<file path="src/sv/cfl_pkg.sv">
`timescale 1ns / 1ps
package cfl_pkg;
  localparam int FRAC_BITS = 16;
  localparam int DW = 32;

  typedef enum logic [1:0] {
    OP_VEL_X = 2'd0,
    OP_VEL_Y = 2'd1,
    OP_SND   = 2'd2,
    OP_DT    = 2'd3
  } div_op_t;

  // controller -> datapath
  typedef struct packed {
    logic    load;      // capture input item
    logic    div_start; // start divider with op
    div_op_t op;
    logic    sqrt_start;
    logic    accum;     // fold speed into running max
    logic    skip;      // density nonpositive
    logic    finish;    // build result, clear sweep state
  } cfl_cmd_t;

  // datapath -> controller
  typedef struct packed {
    logic div_done;
    logic sqrt_done;
    logic rho_bad;
    logic pres_neg;
    logic last;
  } cfl_sts_t;
endpackage

</file>
<file path="src/sv/cfl_ctrl.sv">
`timescale 1ns / 1ps
module cfl_ctrl (
  input  logic              clk,
  input  logic              rst,
  input  logic              in_valid,
  output logic              in_ready,
  input  logic              out_free,
  input  cfl_pkg::cfl_sts_t sts,
  output cfl_pkg::cfl_cmd_t cmd
);
  import cfl_pkg::*;

  typedef enum logic [3:0] {
    S_IDLE, S_CHECK, S_DX, S_WX, S_DY, S_WY, S_DS, S_WS, S_SQ, S_WQ,
    S_ACC, S_DT, S_WT, S_FIN
  } state_t;

  state_t state;

  assign in_ready = (state == S_IDLE);

  always_comb begin
    cmd = '0;
    cmd.op = OP_VEL_X;
    unique case (state)
      S_IDLE:  cmd.load = in_valid;
      S_DX:    begin cmd.div_start = 1'b1; cmd.op = OP_VEL_X; end
      S_DY:    begin cmd.div_start = 1'b1; cmd.op = OP_VEL_Y; end
      S_DS:    begin cmd.div_start = 1'b1; cmd.op = OP_SND; end
      S_SQ:    cmd.sqrt_start = 1'b1;
      S_ACC:   cmd.accum = 1'b1;
      S_CHECK: cmd.skip = sts.rho_bad;
      S_DT:    begin cmd.div_start = 1'b1; cmd.op = OP_DT; end
      S_FIN:   cmd.finish = out_free;
      default: ;
    endcase
  end

  always_ff @(posedge clk) begin
    if (rst) begin
      state <= S_IDLE;
    end else begin
      unique case (state)
        S_IDLE:  if (in_valid) state <= S_CHECK;
        S_CHECK: state <= sts.rho_bad ? (sts.last ? S_DT : S_IDLE) : S_DX;
        S_DX:    state <= S_WX;
        S_WX:    if (sts.div_done) state <= S_DY;
        S_DY:    state <= S_WY;
        S_WY:    if (sts.div_done) state <= sts.pres_neg ? S_ACC : S_DS;
        S_DS:    state <= S_WS;
        S_WS:    if (sts.div_done) state <= S_SQ;
        S_SQ:    state <= S_WQ;
        S_WQ:    if (sts.sqrt_done) state <= S_ACC;
        S_ACC:   state <= sts.last ? S_DT : S_IDLE;
        S_DT:    state <= S_WT;
        S_WT:    if (sts.div_done) state <= S_FIN;
        S_FIN:   if (out_free) state <= S_IDLE;
        default: state <= S_IDLE;
      endcase
    end
  end
endmodule

</file>
<file path="src/sv/cfl_div.sv">
`timescale 1ns / 1ps
// 64 / 64 restoring divider, one quotient bit per cycle
module cfl_div (
  input  logic        clk,
  input  logic        rst,
  input  logic        start,
  input  logic [63:0] num,
  input  logic [63:0] den,
  output logic        done,
  output logic [63:0] quo
);
  logic [6:0]  cnt;
  logic        busy;
  logic [64:0] rem;
  logic [64:0] trial;
  logic [63:0] dreg;

  assign trial = {rem[63:0], quo[63]} - {1'b0, dreg};

  always_ff @(posedge clk) begin
    if (rst) begin
      busy <= 1'b0;
      done <= 1'b0;
      cnt  <= '0;
    end else begin
      done <= 1'b0;
      if (start) begin
        busy <= 1'b1;
        cnt  <= 7'd64;
        rem  <= '0;
        quo  <= num;
        dreg <= den;
      end else if (busy) begin
        if (!trial[64]) begin
          rem <= trial;
          quo <= {quo[62:0], 1'b1};
        end else begin
          rem <= {rem[63:0], quo[63]};
          quo <= {quo[62:0], 1'b0};
        end
        cnt <= cnt - 7'd1;
        if (cnt == 7'd1) begin
          busy <= 1'b0;
          done <= 1'b1;
        end
      end
    end
  end
endmodule

</file>
<file path="src/sv/cfl_sqrt.sv">
`timescale 1ns / 1ps
// Floor square root of a 64-bit value, one result bit per cycle
module cfl_sqrt (
  input  logic        clk,
  input  logic        rst,
  input  logic        start,
  input  logic [63:0] rad,
  output logic        done,
  output logic [31:0] root
);
  logic [5:0]  cnt;
  logic        busy;
  logic [63:0] x;
  logic [33:0] rem;
  logic [33:0] trial;

  assign trial = {rem[31:0], x[63:62]} - {root, 2'b01};

  always_ff @(posedge clk) begin
    if (rst) begin
      busy <= 1'b0;
      done <= 1'b0;
      cnt  <= '0;
    end else begin
      done <= 1'b0;
      if (start) begin
        busy <= 1'b1;
        cnt  <= 6'd32;
        x    <= rad;
        rem  <= '0;
        root <= '0;
      end else if (busy) begin
        x <= {x[61:0], 2'b00};
        if (!trial[33]) begin
          rem  <= trial;
          root <= {root[30:0], 1'b1};
        end else begin
          rem  <= {rem[31:0], x[63:62]};
          root <= {root[30:0], 1'b0};
        end
        cnt <= cnt - 6'd1;
        if (cnt == 6'd1) begin
          busy <= 1'b0;
          done <= 1'b1;
        end
      end
    end
  end
endmodule

</file>
<file path="src/sv/cfl_dp.sv">
`timescale 1ns / 1ps
module cfl_dp (
  input  logic              clk,
  input  logic              rst,
  input  logic [128:0]      in_item,
  input  logic [31:0]       cfl_number,
  input  logic [31:0]       spacing_x,
  input  logic [31:0]       spacing_y,
  input  logic [31:0]       spacing_z,
  input  cfl_pkg::cfl_cmd_t cmd,
  output cfl_pkg::cfl_sts_t sts,
  output logic              out_valid,
  input  logic              out_take,
  output logic [34:0]       out_item
);
  import cfl_pkg::*;

  localparam logic [63:0] C2_LIM = 64'hFFFF_FFFF_FFFF_FFFF >> FRAC_BITS;

  logic signed [31:0] rho, mx, my, pres;
  logic               last;
  logic [31:0] ux, vmax, maxs, hmin;
  logic [1:0]  flags;
  logic [63:0] num, den, quo;
  logic        div_done, sqrt_done;
  logic [31:0] root;
  logic [32:0] speed;
  logic [31:0] vx_mag, vy_mag;
  logic [63:0] c2;
  logic [31:0] vq;

  assign vx_mag = mx[31] ? 32'(-mx) : mx;
  assign vy_mag = my[31] ? 32'(-my) : my;
  assign vq = (quo[63:32] != '0) ? '1 : quo[31:0];
  assign c2 = (quo > C2_LIM) ? C2_LIM : quo;

  always_comb begin
    hmin = spacing_x;
    if (spacing_y < hmin) hmin = spacing_y;
    if (spacing_z < hmin) hmin = spacing_z;
  end

  always_comb begin
    unique case (cmd.op)
      OP_VEL_X: begin num = {vx_mag, 32'd0} >> (32 - FRAC_BITS); den = {32'd0, rho}; end
      OP_VEL_Y: begin num = {vy_mag, 32'd0} >> (32 - FRAC_BITS); den = {32'd0, rho}; end
      OP_SND:   begin
        num = ({32'd0, pres} * 64'd7) << FRAC_BITS;
        den = {32'd0, rho} * 64'd5;
      end
      // numerator formed in the start cycle so the divider captures it
      OP_DT:    begin num = 64'(cfl_number) * 64'(hmin); den = {32'd0, maxs}; end
      default:  begin num = '0; den = '1; end
    endcase
  end

  cfl_div u_div (.clk, .rst, .start(cmd.div_start), .num, .den, .done(div_done), .quo);
  cfl_sqrt u_sqrt (.clk, .rst, .start(cmd.sqrt_start), .rad(c2 << FRAC_BITS),
    .done(sqrt_done), .root);

  assign speed = {1'b0, vmax} + {1'b0, (pres[31] ? 32'd0 : root)};

  assign sts.div_done  = div_done;
  assign sts.sqrt_done = sqrt_done;
  assign sts.rho_bad   = rho[31] || (rho == '0);
  assign sts.pres_neg  = pres[31];
  assign sts.last      = last;

  logic ux_phase;

  always_ff @(posedge clk) begin
    if (rst) begin
      maxs      <= '0;
      flags     <= '0;
      out_valid <= 1'b0;
      ux_phase  <= 1'b0;
    end else begin
      out_valid <= cmd.finish || (out_valid && !out_take);
      if (cmd.load) begin
        {last, pres, my, mx, rho} <= in_item;
        ux_phase <= 1'b0;
      end
      if (cmd.skip) flags[0] <= 1'b1;
      if (div_done && !ux_phase && !cmd.finish) begin
        ux <= vq;
        ux_phase <= 1'b1;
      end else if (div_done && ux_phase) begin
        vmax <= (ux > vq) ? ux : vq;
        ux_phase <= 1'b0;
        if (pres[31]) flags[1] <= 1'b1;
      end
      if (cmd.accum && !speed[32] && speed[31:0] > maxs) maxs <= speed[31:0];
      else if (cmd.accum && speed[32]) maxs <= '1;
      if (cmd.finish) begin
        out_item  <= (maxs == '0) ? {1'b1, flags, 32'hFFFF_FFFF}
                                  : {1'b0, flags, vq};
        maxs  <= '0;
        flags <= '0;
      end
    end
  end
endmodule

</file>
<file path="src/sv/cfl_timestep_reduction_top.sv">
`timescale 1ns / 1ps
// Each divide runs on a 64-step serial divider and the root on a 32-step serial root.
// One cell in flight: a new cell is taken only once the previous one is done; a last
//   cell also runs the time-step divide before its result is offered, and skipped cells
//   and cells with negative pressure bypass the serial units they do not need.
// Reset: synchronous, active high; registers return to cfl 0.5, spacing 1.0,
//   running max and flags cleared, output empty.
module cfl_timestep_reduction_top (
  input  logic         clk,
  input  logic         rst,
  input  logic         s_tvalid,
  output logic         s_tready,
  input  logic [127:0] s_tdata,   // density, momentum_x, momentum_y, pressure
  input  logic         s_tlast,   // last_cell
  output logic         m_tvalid,
  input  logic         m_tready,
  output logic [39:0]  m_tdata,   // time_step, status, zero pad
  input  logic         psel,
  input  logic         penable,
  input  logic         pwrite,
  input  logic [3:0]   paddr,
  input  logic [31:0]  pwdata,
  output logic [31:0]  prdata,
  output logic         pready
);
  import cfl_pkg::*;

  localparam logic [1:0] R_CFL = 2'd0;
  localparam logic [1:0] R_SX  = 2'd1;
  localparam logic [1:0] R_SY  = 2'd2;
  localparam logic [1:0] R_SZ  = 2'd3;

  logic [31:0] cfl_number, spacing_x, spacing_y, spacing_z;
  cfl_cmd_t    cmd;
  cfl_sts_t    sts;
  logic [34:0] out_item;
  logic        out_free;

  assign pready = 1'b1;

  always_ff @(posedge clk) begin
    if (rst) begin
      cfl_number <= 32'(1) << (FRAC_BITS - 1);
      spacing_x  <= 32'(1) << FRAC_BITS;
      spacing_y  <= 32'(1) << FRAC_BITS;
      spacing_z  <= 32'(1) << FRAC_BITS;
    end else if (psel && penable && pwrite) begin
      unique case (paddr[3:2])
        R_CFL: cfl_number <= pwdata;
        R_SX:  spacing_x  <= pwdata;
        R_SY:  spacing_y  <= pwdata;
        R_SZ:  spacing_z  <= pwdata;
        default: ;
      endcase
    end
  end

  always_comb begin
    unique case (paddr[3:2])
      R_CFL:   prdata = cfl_number;
      R_SX:    prdata = spacing_x;
      R_SY:    prdata = spacing_y;
      R_SZ:    prdata = spacing_z;
      default: prdata = '0;
    endcase
  end

  // result slot frees when empty or being taken
  assign out_free = !m_tvalid || m_tready;

  cfl_ctrl u_ctrl (.clk, .rst, .in_valid(s_tvalid), .in_ready(s_tready),
    .out_free, .sts, .cmd);

  cfl_dp u_dp (.clk, .rst, .in_item({s_tlast, s_tdata}), .cfl_number, .spacing_x,
    .spacing_y, .spacing_z, .cmd, .sts, .out_valid(m_tvalid),
    .out_take(m_tready), .out_item);

  assign m_tdata = {5'd0, out_item};
endmodule

</file>
<file path="config.mk">
export PLATFORM = sky130hd
export DESIGN_NAME = cfl_timestep_reduction_top
export DESIGN_NICKNAME = d
export VERILOG_FILES = /design/src/sv/cfl_pkg.sv /design/src/sv/cfl_ctrl.sv /design/src/sv/cfl_div.sv /design/src/sv/cfl_sqrt.sv /design/src/sv/cfl_dp.sv /design/src/sv/cfl_timestep_reduction_top.sv
export SDC_FILE = /design/constraint.sdc
export NUM_CORES = 2
export LEC_CHECK = 0
export ABC_AREA = 1
export BUFFER_PORTS_ARGS = -buffer_cell sky130_fd_sc_hd__clkbuf_2
export CORE_ASPECT_RATIO = 1.25
export CORE_MARGIN = 10
export CORE_UTILIZATION = 23
export DETAILED_ROUTE_END_ITERATION = 16
export HOLD_SLACK_MARGIN = 0.1
export REMOVE_ABC_BUFFERS = 1
export SLEW_MARGIN = 20
export SYNTH_ARGS = -nofsm -noshare
export SYNTH_HDL_FRONTEND = slang
export SYNTH_SLANG_ARGS = --single-unit
</file>
<file path="constraint.sdc">
create_clock -name clk -period 14 [get_ports clk]
set_clock_uncertainty 0.05 [all_clocks]
set_input_delay 2.8 -clock clk [delete_from_list [all_inputs] [get_ports clk]]
set_output_delay 2.8 -clock clk [all_outputs]
set_load 0.05 [all_outputs]
</file>
==> flow_metrics.tcl <==
set metrics [dict create \
    overflow 0 \
    netlist.top_cell.by_area "fa_1" \
    finalSetupTns_ns 0 \
    io_buffers 238 \
    worst_r2r_endpoint "u_dp.u_div.quo[61]" \
    reg2reg_slack_ns 0.86 \
    cts.sinks 688 \
    slowest_stage "fa_1" \
    cts_setup_buffers 0 \
    grt_pass1_vias 67201 \
    cts_tree "done" \
    hp-class "flip-flop to flip-flop" \
    worstSetupEndpointType "flip-flop" \
    wirelength_um 278000 \
    ys_ff_latch 688 \
    peakVddDrop_mv 0.133 \
    drv_slew 0 \
    drc_errors 0 \
    finalHoldViolCount 0 \
    via_per_inst 4.76 \
    yosysWarningCount 0 \
    maxSlewHeadroom_pct 21.8 \
    grtUsageTotal_pct 15.2 \
    final_nets 10963 \
    die_area_sq_mm 0.358 \
    hold_path_depth 0 \
    h-tree-depth 3 \
    crit_start "spacing_x[19]" \
    fp.coreArea_sq_mm 0.333 \
    syn_avg_cell_area_sq_um 8.37 \
    synth_top_area_share_pct 24.2 \
    dp_hpwl_um 216000 \
    power_leakage_nw 36.9 \
    antenna_left 0 \
    antenna_found_initial 48 \
    syn_area_sq_mm 0.0769 \
    die_w_um 537 \
    status "finished, final reports clean" \
    firstDrtPassIters 6 \
    path_buf_inv 7 \
    rsz0062_at_grt "false" \
    initial_core_util_pct 23.1 \
    cap_violations 0 \
    place_area_sq_mm 0.0830 \
    cts_root_buf "clkbuf_16" \
    synth_flop_cell "edfxtp_1" \
    start_kind "flip-flop" \
    io_pins 247 \
    cts_hold_buffers 0 \
    ys_seq_area_share_pct 24.5 \
    worst_slew_pin_slew_ns 1.16 \
    max_stage_delay_ns 0.75 \
    min_period_over_period_pct 93.9 \
    maxClockFrequency_mhz 76.1 \
    async_flop_share_pct 0 \
    critical_path_depth 46 \
    path_max_fanout 63 \
    crit_family "adder cells" \
    finalSetupViolations 0 \
    synth_cells 9186 \
    fillers 36382 \
    endpoint "u_dp.u_div.quo[61]" \
    gp_congestion 0.941 \
    cts_made_buffers 84 \
    grt_first_pass_wirelength_um 416000 \
    power_mw 9.26 \
    required_ns 14.44 \
    die_y_um 666 \
    arrival_ns 13.58 \
    critPathKind "flip-flop to flip-flop" \
    drive_gt1_share_pct 7.01 \
    r2r_cells 46 \
    drtIter0Drc 4934 \
    grt_max_degree 130 \
    powerDensity_mw_per_mm2 108 \
    rows 237 \
    ys_top_cells_by_area "fa_1 24%, edfxtp_1 20%, ha_1 9.6%" \
    path_common_cell "fa_1" \
    clkTransAtPathRegs_ns 0.06 \
    synth-edff-count 503 \
    worstSkewPairLatency_ns 0.75 \
    cts_resized 0 \
    reg2reg_from "spacing_x[19]" \
    num_vias 65528 \
    wl_per_cell_um 20.2 \
    post-route-min-period_ns 13.14 \
    cts.path.max_buffers 3 \
    fin_area_sq_mm 0.0858 \
    syn_to_final_growth_pct 11.6 \
    synth_cell_types 69 \
]
[synthesized netlist by cell type, drive strengths merged, types with 7 or more instances]
master	count
or2	33
clkinv	13
a21o	22
a32o	7
a21boi	22
nand3	665
a31oi	63
o21bai	10
xor2	68
inv	1635
nand2	994
nor4	55
o31ai	9
ha	588
dfxtp	185
xnor2	76
o2111ai	26
buf	144
o21a	32
a221oi	7
o21ai	624
fa	931
o211ai	50
clkbuf	243
a41oi	7
nor3	78
a21oi	714
edfxtp	503
nand3b	28
a211oi	20
o221ai	16
nand4	44
nor2	1234
[report_power, final]
group / internal [mW] / total (mW) / switching, mW
Combinational: 1.28 / 4.15 / 2.87
Clock: 1.29 / 2.27 / 0.978
Sequential: 2.62 / 2.84 / 0.223
Total: 5.19 / 9.26 / 4.07
[layout by cell type, fill, tap and decap left out, types with 17 or more instances in the layout]
cell	n
o211ai_1	50
nand2_4	34
clkbuf_16	87
dfxtp_1	184
fa_1	931
clkbuf_2	238
a211oi_1	20
o21ai_0	602
o2111ai_1	26
nor3_1	72
a31oi_1	63
buf_4	143
nand2_1	944
xnor2_1	76
nand4_1	44
nor2_1	1223
or2_2	32
nor4_1	55
a21boi_0	19
xor2_1	68
o21a_1	32
nand3_1	655
clkinv_1	28
edfxtp_1	503
nand3b_1	17
inv_1	1626
o21ai_1	19
ha_1	588
a21o_1	22
a21oi_1	707
[layout make-up]
cell class	count	area [sq um]	share of cell area, %
clock inverters	47	531	0.618
inverters	1648	6190	7.21
flip-flops and latches	688	18800	21.9
well taps	4421	5530	6.44
diodes	7	17.5	0.0204
clock buffers	105	2300	2.69
multi-input cells	6467	50100	58.4
repair buffers	383	2300	2.69
[worst min path at each step]
stage | start | to | slack, ns
after global routing | u_dp.flags[1] | u_dp.out_item[33] | 0.41
after detailed placement | u_dp.flags[1] | u_dp.out_item[33] | 0.37
after CTS | u_dp.flags[1] | u_dp.out_item[33] | 0.38
final | u_dp.flags[1] | u_dp.out_item[33] | 0.38
after floorplan | u_dp.flags[1] | u_dp.out_item[33] | 0.36
after global placement | u_dp.flags[1] | u_dp.out_item[33] | 0.37
[worst register-to-register path, delay by kind of cell (launching register included)]
| kind | cells | cell delay (ns) |
|---|---|---|
| fa+ha+maj | 11 | 5.35 |
| buf+inv | 7 | 0.58 |
| flops | 1 | 0.32 |
| compound gates | 11 | 2.77 |
| simple gates | 17 | 3.82 |
[layer usage]
layer  track usage (%)  vias up  routed length (um)
met2              26.3     2537              134000
met5                 0        -                  50
met4              9.14       10               20100
met3              2.54      843               18300
met1              17.5    32114              106000
li1                  -    30024                   -
[cell families (layout without fill, tap and decap cells)]
| family | after synthesis | after routing | synth area share [%] |
|---|---|---|---|
| AND/OR/NAND/NOR | 3142 | 3142 | 17.7 |
| AO/OA/AOI/OAI | 1656 | 1656 | 11.9 |
| other | 2 | 13 | 0.00977 |
| adder cells (fa/ha/maj) | 1519 | 1519 | 33.8 |
| flip-flops | 688 | 688 | 24.5 |
| buffers and inverters | 2035 | 2183 | 10.5 |
| XOR/XNOR | 144 | 144 | 1.64 |
[stage by stage]
stage	hold slack [ns]	util, %	cells	worst slack (ns)
after floorplan	0.358	-	8803	-0.597
after global routing	0.406	25.8	13765	0.240
final	0.379	25.8	13766	0.858
after global placement	0.367	24.9	13606	1.31
after CTS	0.384	25.7	13758	1.17
after detailed placement	0.371	24.9	13606	1.20
[sequential cells by signal (all words and copies together) (netlist names), 35 cells and up]
register / cells
u_dp.u_div.rem: 64
u_dp.u_sqrt.x: 48
u_dp.u_div.quo: 64
u_dp.u_div.dreg: 35
u_dp.out_item: 35
(Power assumes the default switching activity.)
